## src/rtl/brf_pkg.sv

```systemverilog
`timescale 1ns / 1ps
`default_nettype none
// -----------------------------------------------------------------------------
// brf_pkg
// Shared types, mode codes and bank decode functions for the banked
// register file.
// -----------------------------------------------------------------------------
package brf_pkg;

  localparam int unsigned DATA_W  = 32;
  localparam int unsigned OP_W    = 3;
  localparam int unsigned IDX_W   = 4;
  localparam int unsigned MODE_W  = 5;

  localparam int unsigned LOW_DEPTH = 8;
  localparam int unsigned FIQ_DEPTH = 10;
  localparam int unsigned SL_DEPTH  = 12;
  localparam int unsigned SPSR_DEPTH = 5;
  localparam int unsigned SL_BANKS  = 6;

  localparam int unsigned LOW_AW  = $clog2(LOW_DEPTH);
  localparam int unsigned FIQ_AW  = $clog2(FIQ_DEPTH);
  localparam int unsigned SL_AW   = $clog2(SL_DEPTH);
  localparam int unsigned SPSR_AW = $clog2(SPSR_DEPTH);

  localparam logic [MODE_W-1:0] MODE_USR = 5'h10;
  localparam logic [MODE_W-1:0] MODE_FIQ = 5'h11;
  localparam logic [MODE_W-1:0] MODE_IRQ = 5'h12;
  localparam logic [MODE_W-1:0] MODE_SVC = 5'h13;
  localparam logic [MODE_W-1:0] MODE_ABT = 5'h17;
  localparam logic [MODE_W-1:0] MODE_UND = 5'h1B;
  localparam logic [MODE_W-1:0] MODE_SYS = 5'h1F;

  localparam logic [IDX_W-1:0] PC_INDEX = 4'd15;
  localparam logic [IDX_W-1:0] SP_INDEX = 4'd13;
  localparam logic [IDX_W-1:0] LR_INDEX = 4'd14;
  localparam logic [IDX_W-1:0] BANKED_HIGH = 4'd12;

  localparam logic [DATA_W-1:0] ALL_ONES = '1;

  typedef enum logic [OP_W-1:0] {
    OP_READ_REG   = 3'd0,
    OP_WRITE_REG  = 3'd1,
    OP_READ_CPSR  = 3'd2,
    OP_WRITE_CPSR = 3'd3,
    OP_READ_SPSR  = 3'd4,
    OP_WRITE_SPSR = 3'd5,
    OP_STATUS     = 3'd6
  } brf_op_t;

  typedef struct packed {
    logic [OP_W-1:0]   operation;
    logic [IDX_W-1:0]  reg_index;
    logic [MODE_W-1:0] mode_select;
    logic [DATA_W-1:0] write_value;
  } brf_item_t;

  // bank lookup result: hit flag plus slot
  typedef struct packed {
    logic             hit;
    logic [SL_AW-1:0] slot;
  } brf_sl_sel_t;

  typedef struct packed {
    logic               hit;
    logic [SPSR_AW-1:0] slot;
  } brf_spsr_sel_t;

  // r13/r14 bank; USR and SYS share bank 0
  function automatic brf_sl_sel_t sl_bank(input logic [MODE_W-1:0] m);
    brf_sl_sel_t s;
    s.hit  = 1'b1;
    s.slot = '0;
    unique case (m)
      MODE_USR, MODE_SYS: s.slot = SL_AW'(0);
      MODE_FIQ:           s.slot = SL_AW'(1);
      MODE_IRQ:           s.slot = SL_AW'(2);
      MODE_SVC:           s.slot = SL_AW'(3);
      MODE_UND:           s.slot = SL_AW'(4);
      MODE_ABT:           s.slot = SL_AW'(5);
      default:            s.hit  = 1'b0;
    endcase
    return s;
  endfunction

  function automatic brf_spsr_sel_t spsr_slot(input logic [MODE_W-1:0] m);
    brf_spsr_sel_t s;
    s.hit  = 1'b1;
    s.slot = '0;
    unique case (m)
      MODE_FIQ: s.slot = SPSR_AW'(0);
      MODE_IRQ: s.slot = SPSR_AW'(1);
      MODE_SVC: s.slot = SPSR_AW'(2);
      MODE_ABT: s.slot = SPSR_AW'(3);
      MODE_UND: s.slot = SPSR_AW'(4);
      default:  s.hit  = 1'b0;
    endcase
    return s;
  endfunction

  function automatic logic mode_defined(input logic [MODE_W-1:0] m);
    brf_spsr_sel_t s;
    s = spsr_slot(m);
    return (m == MODE_USR) || (m == MODE_SYS) || s.hit;
  endfunction

endpackage
`default_nettype wire

```

## src/rtl/brf_if.sv

```systemverilog
`timescale 1ns / 1ps
`default_nettype none
// -----------------------------------------------------------------------------
// brf_in_if / brf_out_if
// Valid/ready channels for access words and result words.
// -----------------------------------------------------------------------------
interface brf_in_if
  import brf_pkg::*;
  ();
  logic              valid;
  logic              ready;
  logic [OP_W-1:0]   operation;
  logic [IDX_W-1:0]  reg_index;
  logic [MODE_W-1:0] mode_select;
  logic [DATA_W-1:0] write_value;

  modport source (output valid, output operation, output reg_index,
                  output mode_select, output write_value, input ready);
  modport sink   (input valid, input operation, input reg_index,
                  input mode_select, input write_value, output ready);
endinterface

interface brf_out_if
  import brf_pkg::*;
  ();
  logic              valid;
  logic              ready;
  logic [DATA_W-1:0] read_data;
  logic [MODE_W-1:0] active_mode;
  logic              active_mode_valid;
  logic              is_privileged;
  logic              has_saved_status;

  modport source (output valid, output read_data, output active_mode,
                  output active_mode_valid, output is_privileged,
                  output has_saved_status, input ready);
  modport sink   (input valid, input read_data, input active_mode,
                  input active_mode_valid, input is_privileged,
                  input has_saved_status, output ready);
endinterface
`default_nettype wire

```

## src/rtl/brf_in_stage.sv

```systemverilog
`timescale 1ns / 1ps
`default_nettype none
// -----------------------------------------------------------------------------
// brf_in_stage
// Input register: captures one access word per cycle when it is empty or downstream moves.
// -----------------------------------------------------------------------------
module brf_in_stage
  import brf_pkg::*;
(
  input  wire logic      clk,
  input  wire logic      rst_n,
  input  wire logic      in_valid,
  output logic           in_ready,
  input  wire brf_item_t in_item,
  output logic           acc_valid,
  input  wire logic      acc_ready,
  output brf_item_t      acc_item
);

  logic      valid_r;
  brf_item_t item_r;

  assign in_ready  = !valid_r || acc_ready;
  assign acc_valid = valid_r;
  assign acc_item  = item_r;

  always_ff @(posedge clk) begin
    if (!rst_n) begin
      valid_r <= 1'b0;
    end else if (in_ready) begin
      valid_r <= in_valid;
    end
  end

  always_ff @(posedge clk) begin
    if (in_ready && in_valid) begin
      item_r <= in_item;
    end
  end

endmodule
`default_nettype wire

```

## src/rtl/brf_core.sv

```systemverilog
`timescale 1ns / 1ps
`default_nettype none
// -----------------------------------------------------------------------------
// brf_core
// Register storage, CPSR/SPSR, mode decode and the result register.
// -----------------------------------------------------------------------------
module brf_core
  import brf_pkg::*;
(
  input  wire logic      clk,
  input  wire logic      rst_n,
  input  wire logic      acc_valid,
  output logic           acc_ready,
  input  wire brf_item_t acc_item,
  brf_out_if.source      out_ch
);

  logic [DATA_W-1:0] pc_r;
  logic [DATA_W-1:0] low_r  [LOW_DEPTH];
  logic [DATA_W-1:0] fiq_r  [FIQ_DEPTH];
  logic [DATA_W-1:0] sl_r   [SL_DEPTH];
  logic [DATA_W-1:0] spsr_r [SPSR_DEPTH];
  logic [DATA_W-1:0] cpsr_r;
  logic [MODE_W-1:0] mode_r;
  logic              mode_ok_r;

  logic              out_valid_r;
  logic [DATA_W-1:0] rdata_r;
  logic [MODE_W-1:0] omode_r;
  logic              omode_ok_r;
  logic              opriv_r;
  logic              ospsr_r;

  logic              fire;
  brf_op_t           op;
  logic [IDX_W-1:0]  r;
  logic [MODE_W-1:0] m;
  brf_sl_sel_t       sl_sel;
  brf_spsr_sel_t     sp_sel;
  brf_spsr_sel_t     nxt_sel;
  logic [FIQ_AW-1:0] fiq_idx;
  logic [SL_AW-1:0]  sl_idx;
  logic              is_pc, is_low, is_fiq, is_sl;
  logic [DATA_W-1:0] reg_rd;
  logic [DATA_W-1:0] rdata_nxt;
  logic              wr_reg, wr_cpsr, wr_spsr;
  logic [MODE_W-1:0] mode_nxt;
  logic              mode_ok_nxt;

  assign acc_ready = !out_valid_r || out_ch.ready;
  assign fire      = acc_valid && acc_ready;

  assign op = brf_op_t'(acc_item.operation);
  assign r  = acc_item.reg_index;
  assign m  = acc_item.mode_select;

  assign sl_sel = sl_bank(m);
  assign sp_sel = spsr_slot(m);

  assign is_pc  = (r == PC_INDEX);
  assign is_low = !r[IDX_W-1];
  assign is_fiq = r[IDX_W-1] && (r <= BANKED_HIGH);
  assign is_sl  = ((r == SP_INDEX) || (r == LR_INDEX)) && sl_sel.hit;

  // r8..r12: low bits give r-8, FIQ copy sits on the odd entry
  assign fiq_idx = {r[FIQ_AW-2:0], (m == MODE_FIQ)};
  assign sl_idx  = (r == LR_INDEX) ? (SL_AW'(SL_BANKS) + sl_sel.slot) : sl_sel.slot;

  always_comb begin
    if (is_pc) begin
      reg_rd = pc_r;
    end else if (is_low) begin
      reg_rd = low_r[r[LOW_AW-1:0]];
    end else if (is_fiq) begin
      reg_rd = fiq_r[fiq_idx];
    end else if (is_sl) begin
      reg_rd = sl_r[sl_idx];
    end else begin
      reg_rd = ALL_ONES;
    end
  end

  always_comb begin
    rdata_nxt = '0;
    wr_reg    = 1'b0;
    wr_cpsr   = 1'b0;
    wr_spsr   = 1'b0;
    unique case (op)
      OP_READ_REG:   rdata_nxt = reg_rd;
      OP_WRITE_REG:  wr_reg    = fire;
      OP_READ_CPSR:  rdata_nxt = cpsr_r;
      OP_WRITE_CPSR: wr_cpsr   = fire;
      OP_READ_SPSR:  rdata_nxt = sp_sel.hit ? spsr_r[sp_sel.slot] : ALL_ONES;
      OP_WRITE_SPSR: wr_spsr   = fire && sp_sel.hit;
      default:       rdata_nxt = '0;
    endcase
  end

  // result reports the mode after this access
  assign mode_nxt    = wr_cpsr ? acc_item.write_value[MODE_W-1:0] : mode_r;
  assign mode_ok_nxt = wr_cpsr ? mode_defined(acc_item.write_value[MODE_W-1:0])
                               : mode_ok_r;
  assign nxt_sel     = spsr_slot(mode_nxt);

  always_ff @(posedge clk) begin
    if (!rst_n) begin
      pc_r      <= '0;
      cpsr_r    <= '0;
      mode_r    <= MODE_SVC;
      mode_ok_r <= 1'b1;
      for (int i = 0; i < LOW_DEPTH; i++) low_r[i] <= '0;
      for (int i = 0; i < FIQ_DEPTH; i++) fiq_r[i] <= '0;
      for (int i = 0; i < SL_DEPTH; i++) sl_r[i] <= '0;
      for (int i = 0; i < SPSR_DEPTH; i++) spsr_r[i] <= '0;
    end else begin
      if (wr_reg) begin
        if (is_pc) begin
          pc_r <= acc_item.write_value;
        end else if (is_low) begin
          low_r[r[LOW_AW-1:0]] <= acc_item.write_value;
        end else if (is_fiq) begin
          fiq_r[fiq_idx] <= acc_item.write_value;
        end else if (is_sl) begin
          sl_r[sl_idx] <= acc_item.write_value;
        end
      end
      if (wr_cpsr) begin
        cpsr_r <= acc_item.write_value;
      end
      if (wr_spsr) begin
        spsr_r[sp_sel.slot] <= acc_item.write_value;
      end
      mode_r    <= mode_nxt;
      mode_ok_r <= mode_ok_nxt;
    end
  end

  always_ff @(posedge clk) begin
    if (!rst_n) begin
      out_valid_r <= 1'b0;
    end else if (acc_ready) begin
      out_valid_r <= acc_valid;
    end
  end

  always_ff @(posedge clk) begin
    if (fire) begin
      rdata_r    <= rdata_nxt;
      omode_r    <= mode_nxt;
      omode_ok_r <= mode_ok_nxt;
      opriv_r    <= !(mode_ok_nxt && ((mode_nxt == MODE_USR) || (mode_nxt == MODE_SYS)));
      ospsr_r    <= mode_ok_nxt && nxt_sel.hit;
    end
  end

  assign out_ch.valid             = out_valid_r;
  assign out_ch.read_data         = rdata_r;
  assign out_ch.active_mode       = omode_r;
  assign out_ch.active_mode_valid = omode_ok_r;
  assign out_ch.is_privileged     = opriv_r;
  assign out_ch.has_saved_status  = ospsr_r;

endmodule
`default_nettype wire

```

## src/rtl/banked_register_file.sv

```systemverilog
`timescale 1ns / 1ps
`default_nettype none
// -----------------------------------------------------------------------------
// banked_register_file
// Mode-banked register file with CPSR and five SPSRs, one access per word.
// -----------------------------------------------------------------------------
//  Channel | Dir | Handshake    | Payload
//  in_ch   | in  | valid/ready  | operation, reg_index, mode_select, write_value
//  out_ch  | out | valid/ready  | read_data, active_mode, active_mode_valid,
//          |     |              | is_privileged, has_saved_status
//
//  One word per cycle sustained while out_ch is ready; each word passes the input
//  register, then the access and result register. State updates when a word
//  moves into the result register, so accesses take effect in order.
//  rst_n (synchronous) clears storage, CPSR, SPSRs and valid bits; mode is SVC.
//  A stalled out_ch holds its word; in_ch keeps accepting until the input
//  register is also full.
// -----------------------------------------------------------------------------
module banked_register_file
  import brf_pkg::*;
(
  input  wire logic clk,
  input  wire logic rst_n,
  brf_in_if.sink    in_ch,
  brf_out_if.source out_ch
);

  brf_item_t in_item;
  brf_item_t acc_item;
  logic      acc_valid;
  logic      acc_ready;

  assign in_item.operation   = in_ch.operation;
  assign in_item.reg_index   = in_ch.reg_index;
  assign in_item.mode_select = in_ch.mode_select;
  assign in_item.write_value = in_ch.write_value;

  brf_in_stage u_in_stage (
    .clk       (clk),
    .rst_n     (rst_n),
    .in_valid  (in_ch.valid),
    .in_ready  (in_ch.ready),
    .in_item   (in_item),
    .acc_valid (acc_valid),
    .acc_ready (acc_ready),
    .acc_item  (acc_item)
  );

  brf_core u_core (
    .clk       (clk),
    .rst_n     (rst_n),
    .acc_valid (acc_valid),
    .acc_ready (acc_ready),
    .acc_item  (acc_item),
    .out_ch    (out_ch)
  );

endmodule
`default_nettype wire
```

## src/flat_wrapper.sv

```systemverilog
// flat-port wrapper written by rule: the top's interface ports become plain ports
module banked_register_file_flat import brf_pkg::*;
  (clk, rst_n, in_ch_valid, in_ch_operation, in_ch_reg_index, in_ch_mode_select, in_ch_write_value, in_ch_ready, out_ch_valid, out_ch_read_data, out_ch_active_mode, out_ch_active_mode_valid, out_ch_is_privileged, out_ch_has_saved_status, out_ch_ready);
  brf_in_if in_ch_i ();
  brf_out_if out_ch_i ();
  input  wire logic clk;
  input  wire logic rst_n;
  input wire logic [$bits(in_ch_i.valid)-1:0] in_ch_valid;
  input wire logic [$bits(in_ch_i.operation)-1:0] in_ch_operation;
  input wire logic [$bits(in_ch_i.reg_index)-1:0] in_ch_reg_index;
  input wire logic [$bits(in_ch_i.mode_select)-1:0] in_ch_mode_select;
  input wire logic [$bits(in_ch_i.write_value)-1:0] in_ch_write_value;
  output wire logic [$bits(in_ch_i.ready)-1:0] in_ch_ready;
  output wire logic [$bits(out_ch_i.valid)-1:0] out_ch_valid;
  output wire logic [$bits(out_ch_i.read_data)-1:0] out_ch_read_data;
  output wire logic [$bits(out_ch_i.active_mode)-1:0] out_ch_active_mode;
  output wire logic [$bits(out_ch_i.active_mode_valid)-1:0] out_ch_active_mode_valid;
  output wire logic [$bits(out_ch_i.is_privileged)-1:0] out_ch_is_privileged;
  output wire logic [$bits(out_ch_i.has_saved_status)-1:0] out_ch_has_saved_status;
  input wire logic [$bits(out_ch_i.ready)-1:0] out_ch_ready;
  assign in_ch_i.valid = in_ch_valid;
  assign in_ch_i.operation = in_ch_operation;
  assign in_ch_i.reg_index = in_ch_reg_index;
  assign in_ch_i.mode_select = in_ch_mode_select;
  assign in_ch_i.write_value = in_ch_write_value;
  assign in_ch_ready = in_ch_i.ready;
  assign out_ch_valid = out_ch_i.valid;
  assign out_ch_read_data = out_ch_i.read_data;
  assign out_ch_active_mode = out_ch_i.active_mode;
  assign out_ch_active_mode_valid = out_ch_i.active_mode_valid;
  assign out_ch_is_privileged = out_ch_i.is_privileged;
  assign out_ch_has_saved_status = out_ch_i.has_saved_status;
  assign out_ch_i.ready = out_ch_ready;
  banked_register_file u_core (.clk(clk), .rst_n(rst_n), .in_ch(in_ch_i), .out_ch(out_ch_i));
endmodule
```

## config.mk

```make
export PLATFORM = sky130hd
export DESIGN_NAME = banked_register_file_flat
export DESIGN_NICKNAME = d
export VERILOG_FILES = /design/src/rtl/brf_pkg.sv /design/src/rtl/brf_if.sv /design/src/rtl/brf_in_stage.sv /design/src/rtl/brf_core.sv /design/src/rtl/banked_register_file.sv /design/src/flat_wrapper.sv
export SDC_FILE = /design/constraint.sdc
export NUM_CORES = 2
export LEC_CHECK = 0
export BUFFER_PORTS_ARGS = -buffer_cell sky130_fd_sc_hd__buf_2
export CORE_AREA = 4 4 530 532
export CTS_CLUSTER_DIAMETER = 120
export CTS_CLUSTER_SIZE = 24
export DETAILED_ROUTE_END_ITERATION = 10
export DIE_AREA = 0 0 534 536
export SETUP_SLACK_MARGIN = 0.2
export SLEW_MARGIN = 20
export SYNTH_ARGS = -nofsm -noshare
export SYNTH_HDL_FRONTEND = slang
export SYNTH_HIERARCHICAL = 1
export SYNTH_SLANG_ARGS = --single-unit
```

## constraint.sdc

```tcl
create_clock -name clk -period 8.65 [get_ports clk]
set_input_delay 0 -clock clk [delete_from_list [all_inputs] [get_ports clk]]
set_output_delay 0 -clock clk [all_outputs]
set_load 0.02 [all_outputs]
```

==> summary.txt <==
Clock tree
  – TritonCTS Buffers: 78
  – Clock sinks: 1596
  – Resized Gates After CTS: 0
  – CTS H-tree depth: 3
  – Clock root buffer: clkbuf_16
  – CTS clock-pin slew for the worst setup and hold paths: 0.10 ns
  – Post-CTS Setup Inserts: 0
  – CTS hold repair buffers: 82
  – Longest Clk Path Bufs: 3
  – CTS tree: done
  – Clk_lat worst skew: 0.74 ns

STA
  – Worst Skew: 0.0396 ns
  – Fmax: 176 MHz
  – Final hold vios: 0
  – Max-Slew Margin vs Limit: 0.205
  – Final worst-path cycle share: 0.656
  – Setup ws final: 2.98 ns
  – Final setup vio count: 0
  – TNS Setup: 0 ns
  – Worst-Margin Slew: 1.18 ns
  – Crit path time final: 5.67 ns
  – RSZ-0062 raised after global routing: no
  – Max Transition Viols Final: 0

Worst hold path
  – Endpoint, Worst Hold: u_core/u_in_stage/acc_item[41]
  – Min-delay src: in_ch_operation[0]
  – Hold path depth: 2
  – Worst Hold Class: input pin to flip-flop

Logic synthesis
  – Main synth FF type: edfxtp_1
  – Register area share after synthesis: 0.687
  – Cell count after synthesis: 4656
  – Cell variety after synth: 65
  – Post-synth EDFFs: 1524
  – Ys Warns: 6
  – Seq cells post-synth: 1596
  – Mapped Area: 68800 µm²
  – FFs w/ async S/R, synth: 0
  – Syn_area_per_cell: 14.8 µm²

Global routing
  – Largest net degree at the start of global routing: 147
  – GRT Residual Overflow: 0
  – GRT Util Overall: 0.133
  – First-pass GRT wire length: 283000 µm
  – Number of global-route vias before repair: 39600
  – Initial antenna violation count: 15

Finish
  – Finished Cell Area: 77800 µm²
  – Layout cells sized above 1: 0.139
  – Final core utilization: 0.282
  – Most frequent cells in the layout: edfxtp_1, and2_1, nand2_1
  – Area Overhead vs Synth: 13.1%
  – Fin nets: 4862
  – Commonest non-fill, non-tap cell in the layout: edfxtp_1

Die
  – Core area: 276000 µm²
  – IO Count: 90
  – Die width: 534 µm
  – Die height: 536 µm
  – FP Rows: 193
  – DIE AREA: 286000 µm²
  – Initial core utilization: 0.249

Setup path
  – Critical Path Most Common Cell: buf_4
  – CP Cell Sequence: nand2_1, nor2_1, o21ai_1, buf_4, nor4_2, buf_4, buf_4, a21o_1, buf_4
  – Buffers & Inverters on Critical Path: 4
  – FF-to-FF path depth: 9
  – Setup crit end kind: flip-flop
  – Crit path max-delay family: buffers and inverters
  – Worst path max stage delay: 0.96 ns
  – CP max-delay cell: nor2_1
  – R2r startpoint: u_core/u_in_stage/acc_item[33]
  – Required @ worst endpoint: 9.04 ns
  – Critical-path maximum fanout: 96
  – Worst Path Arrival: 6.06 ns
  – RR Endpoint: u_core/u_core/spsr_r[0][29]
  – Startpoint types: flip-flop
  – Critical path depth: 9
  – R2R setup slack: 2.98 ns
  – CP Class: flip-flop to flip-flop

Route
  – Post-Route WL: 197000 µm
  – TritonRoute pass-1 iters: 6
  – Routed Antenna Nets: 0
  – Initial DRC Count: 5219
  – Wire per inst: 23.0 µm
  – Via density: 4.70
  – Drc violations: 0
  – Via Count: 40300

Place
  – Post-DP Area: 74600 µm²
  – Placement Setup Slack: 3.15 ns
  – RePlAce Congestion: 0.800
  – Number of port buffers: 89
  – Dpl hpwl: 121000 µm

Power and ir drop
  – Max VDD drop: 0.000158 V
  – Leak pwr: 27.6 nW
  – Power Dens Cells: 180 nW/µm²

Status
  – Status: complete, no violations

Job
  – Max-cap check violation count: 0
[power by group]
group | internal, mW | switching, mW
logic | 0.336 | 0.698
registers | 8.68 | 0.0851
clock network | 1.73 | 2.48
total | 10.7 | 3.26
[cells by family after synthesis]
| group | count (synthesis) | share of synthesized area |
|---|---|---|
| AND/OR/NAND/NOR | 1653 | 0.131 |
| flip-flops | 1596 | 0.687 |
| AO/OA/AOI/OAI | 480 | 0.0447 |
| buffers and inverters | 472 | 0.0282 |
| multiplexers | 451 | 0.109 |
| XOR/XNOR | 2 | 0.000528 |
| adder cells (fa/ha/maj) | 1 | 0.000182 |
| other | 1 | 0.0000545 |
[per-layer routing]
metal | global-route usage | vias to the layer above | share of wire
li1 | - | 17400 | -
met2 | 0.221 | 1652 | 0.48
met5 | 0 | - | 0
met1 | 0.180 | 20900 | 0.40
met4 | 0.0388 | 0 | 0.033
met3 | 0.0206 | 254 | 0.079
[registers in the layout, indices dropped and copies added, names as in the netlist]
register and cells:
u_core/u_core/fiq_r 512, u_core/u_core/cpsr_r 32, u_core/u_in_stage/acc_valid 1, u_core/u_core/pc_r 32, u_core/u_core/out_ch.read_data 32, u_core/u_in_stage/acc_item 44, u_core/u_core/mode_r 5, u_core/u_core/out_ch.valid 1
u_core/u_core/spsr_r 160, u_core/u_core/out_ch.is_privileged 1, u_core/u_core/low_r 256, u_core/u_core/out_ch.has_saved_status 1, u_core/u_core/out_ch.active_mode 5, u_core/u_core/out_ch.active_mode_valid 1, u_core/u_core/mode_ok_r 1, u_core/u_core/sl_r 512
[synthesized netlist by cell type, types with 19 or more instances]
cell type | count | area, µm²
and3_1 | 291 | 1820
nor2_1 | 219 | 822
nand2_1 | 340 | 1280
and2_1 | 675 | 4220
o221ai_1 | 28 | 245
mux2i_1 | 196 | 1960
mux4_2 | 235 | 5290
a22oi_1 | 63 | 473
a21oi_1 | 126 | 631
buf_1 | 19 | 71.3
edfxtp_1 | 1524 | 45800
dfxtp_1 | 72 | 1440
nand3_1 | 24 | 120
inv_1 | 42 | 158
o21ai_0 | 79 | 395
clkbuf_1 | 335 | 1260
or4_1 | 24 | 180
nor4_1 | 19 | 119
buf_2 | 52 | 260
mux2_2 | 20 | 225
o22ai_1 | 78 | 488
[cell type report]
| cell class | count | area, µm² |
|---|---|---|
| inverter | 42 | 158 |
| multi-input combinational | 2779 | 20800 |
| antenna | 3 | 7.51 |
| clock buffer | 107 | 2080 |
| timing repair buffer | 316 | 2720 |
| tap | 3705 | 4640 |
| fill | 27600 | 198000 |
| sequential | 1596 | 47200 |
| clock inverter | 11 | 168 |
[stage by stage]
step,cells,total power [mW],hold slack (ns)
after detailed placement,8353,9.94,0.178
after floorplan,4847,9.49,0.0989
after CTS,8553,14.1,0.0496
after global routing,8557,14.5,0.0441
after global placement,8338,9.91,0.178
final,8559,14.0,0.0751
[how the worst max path moves through the flow]
stage          slack [ns]                           start                     endpoint
6_report             2.98  u_core/u_in_stage/acc_item[33]  u_core/u_core/spsr_r[0][29]
5_1_grt              2.68  u_core/u_in_stage/acc_item[33]  u_core/u_core/spsr_r[0][23]
4_1_cts              3.13  u_core/u_in_stage/acc_item[33]  u_core/u_core/spsr_r[0][23]
3_5_place_dp         3.15  u_core/u_in_stage/acc_item[33]  u_core/u_core/spsr_r[0][27]
3_3_place_gp         3.19  u_core/u_in_stage/acc_item[38]     u_core/u_core/sl_r[8][3]
2_1_floorplan        3.09  u_core/u_in_stage/acc_item[35]    u_core/u_core/fiq_r[9][0]
No activity file was read; power rests on OpenSTA's default activity.
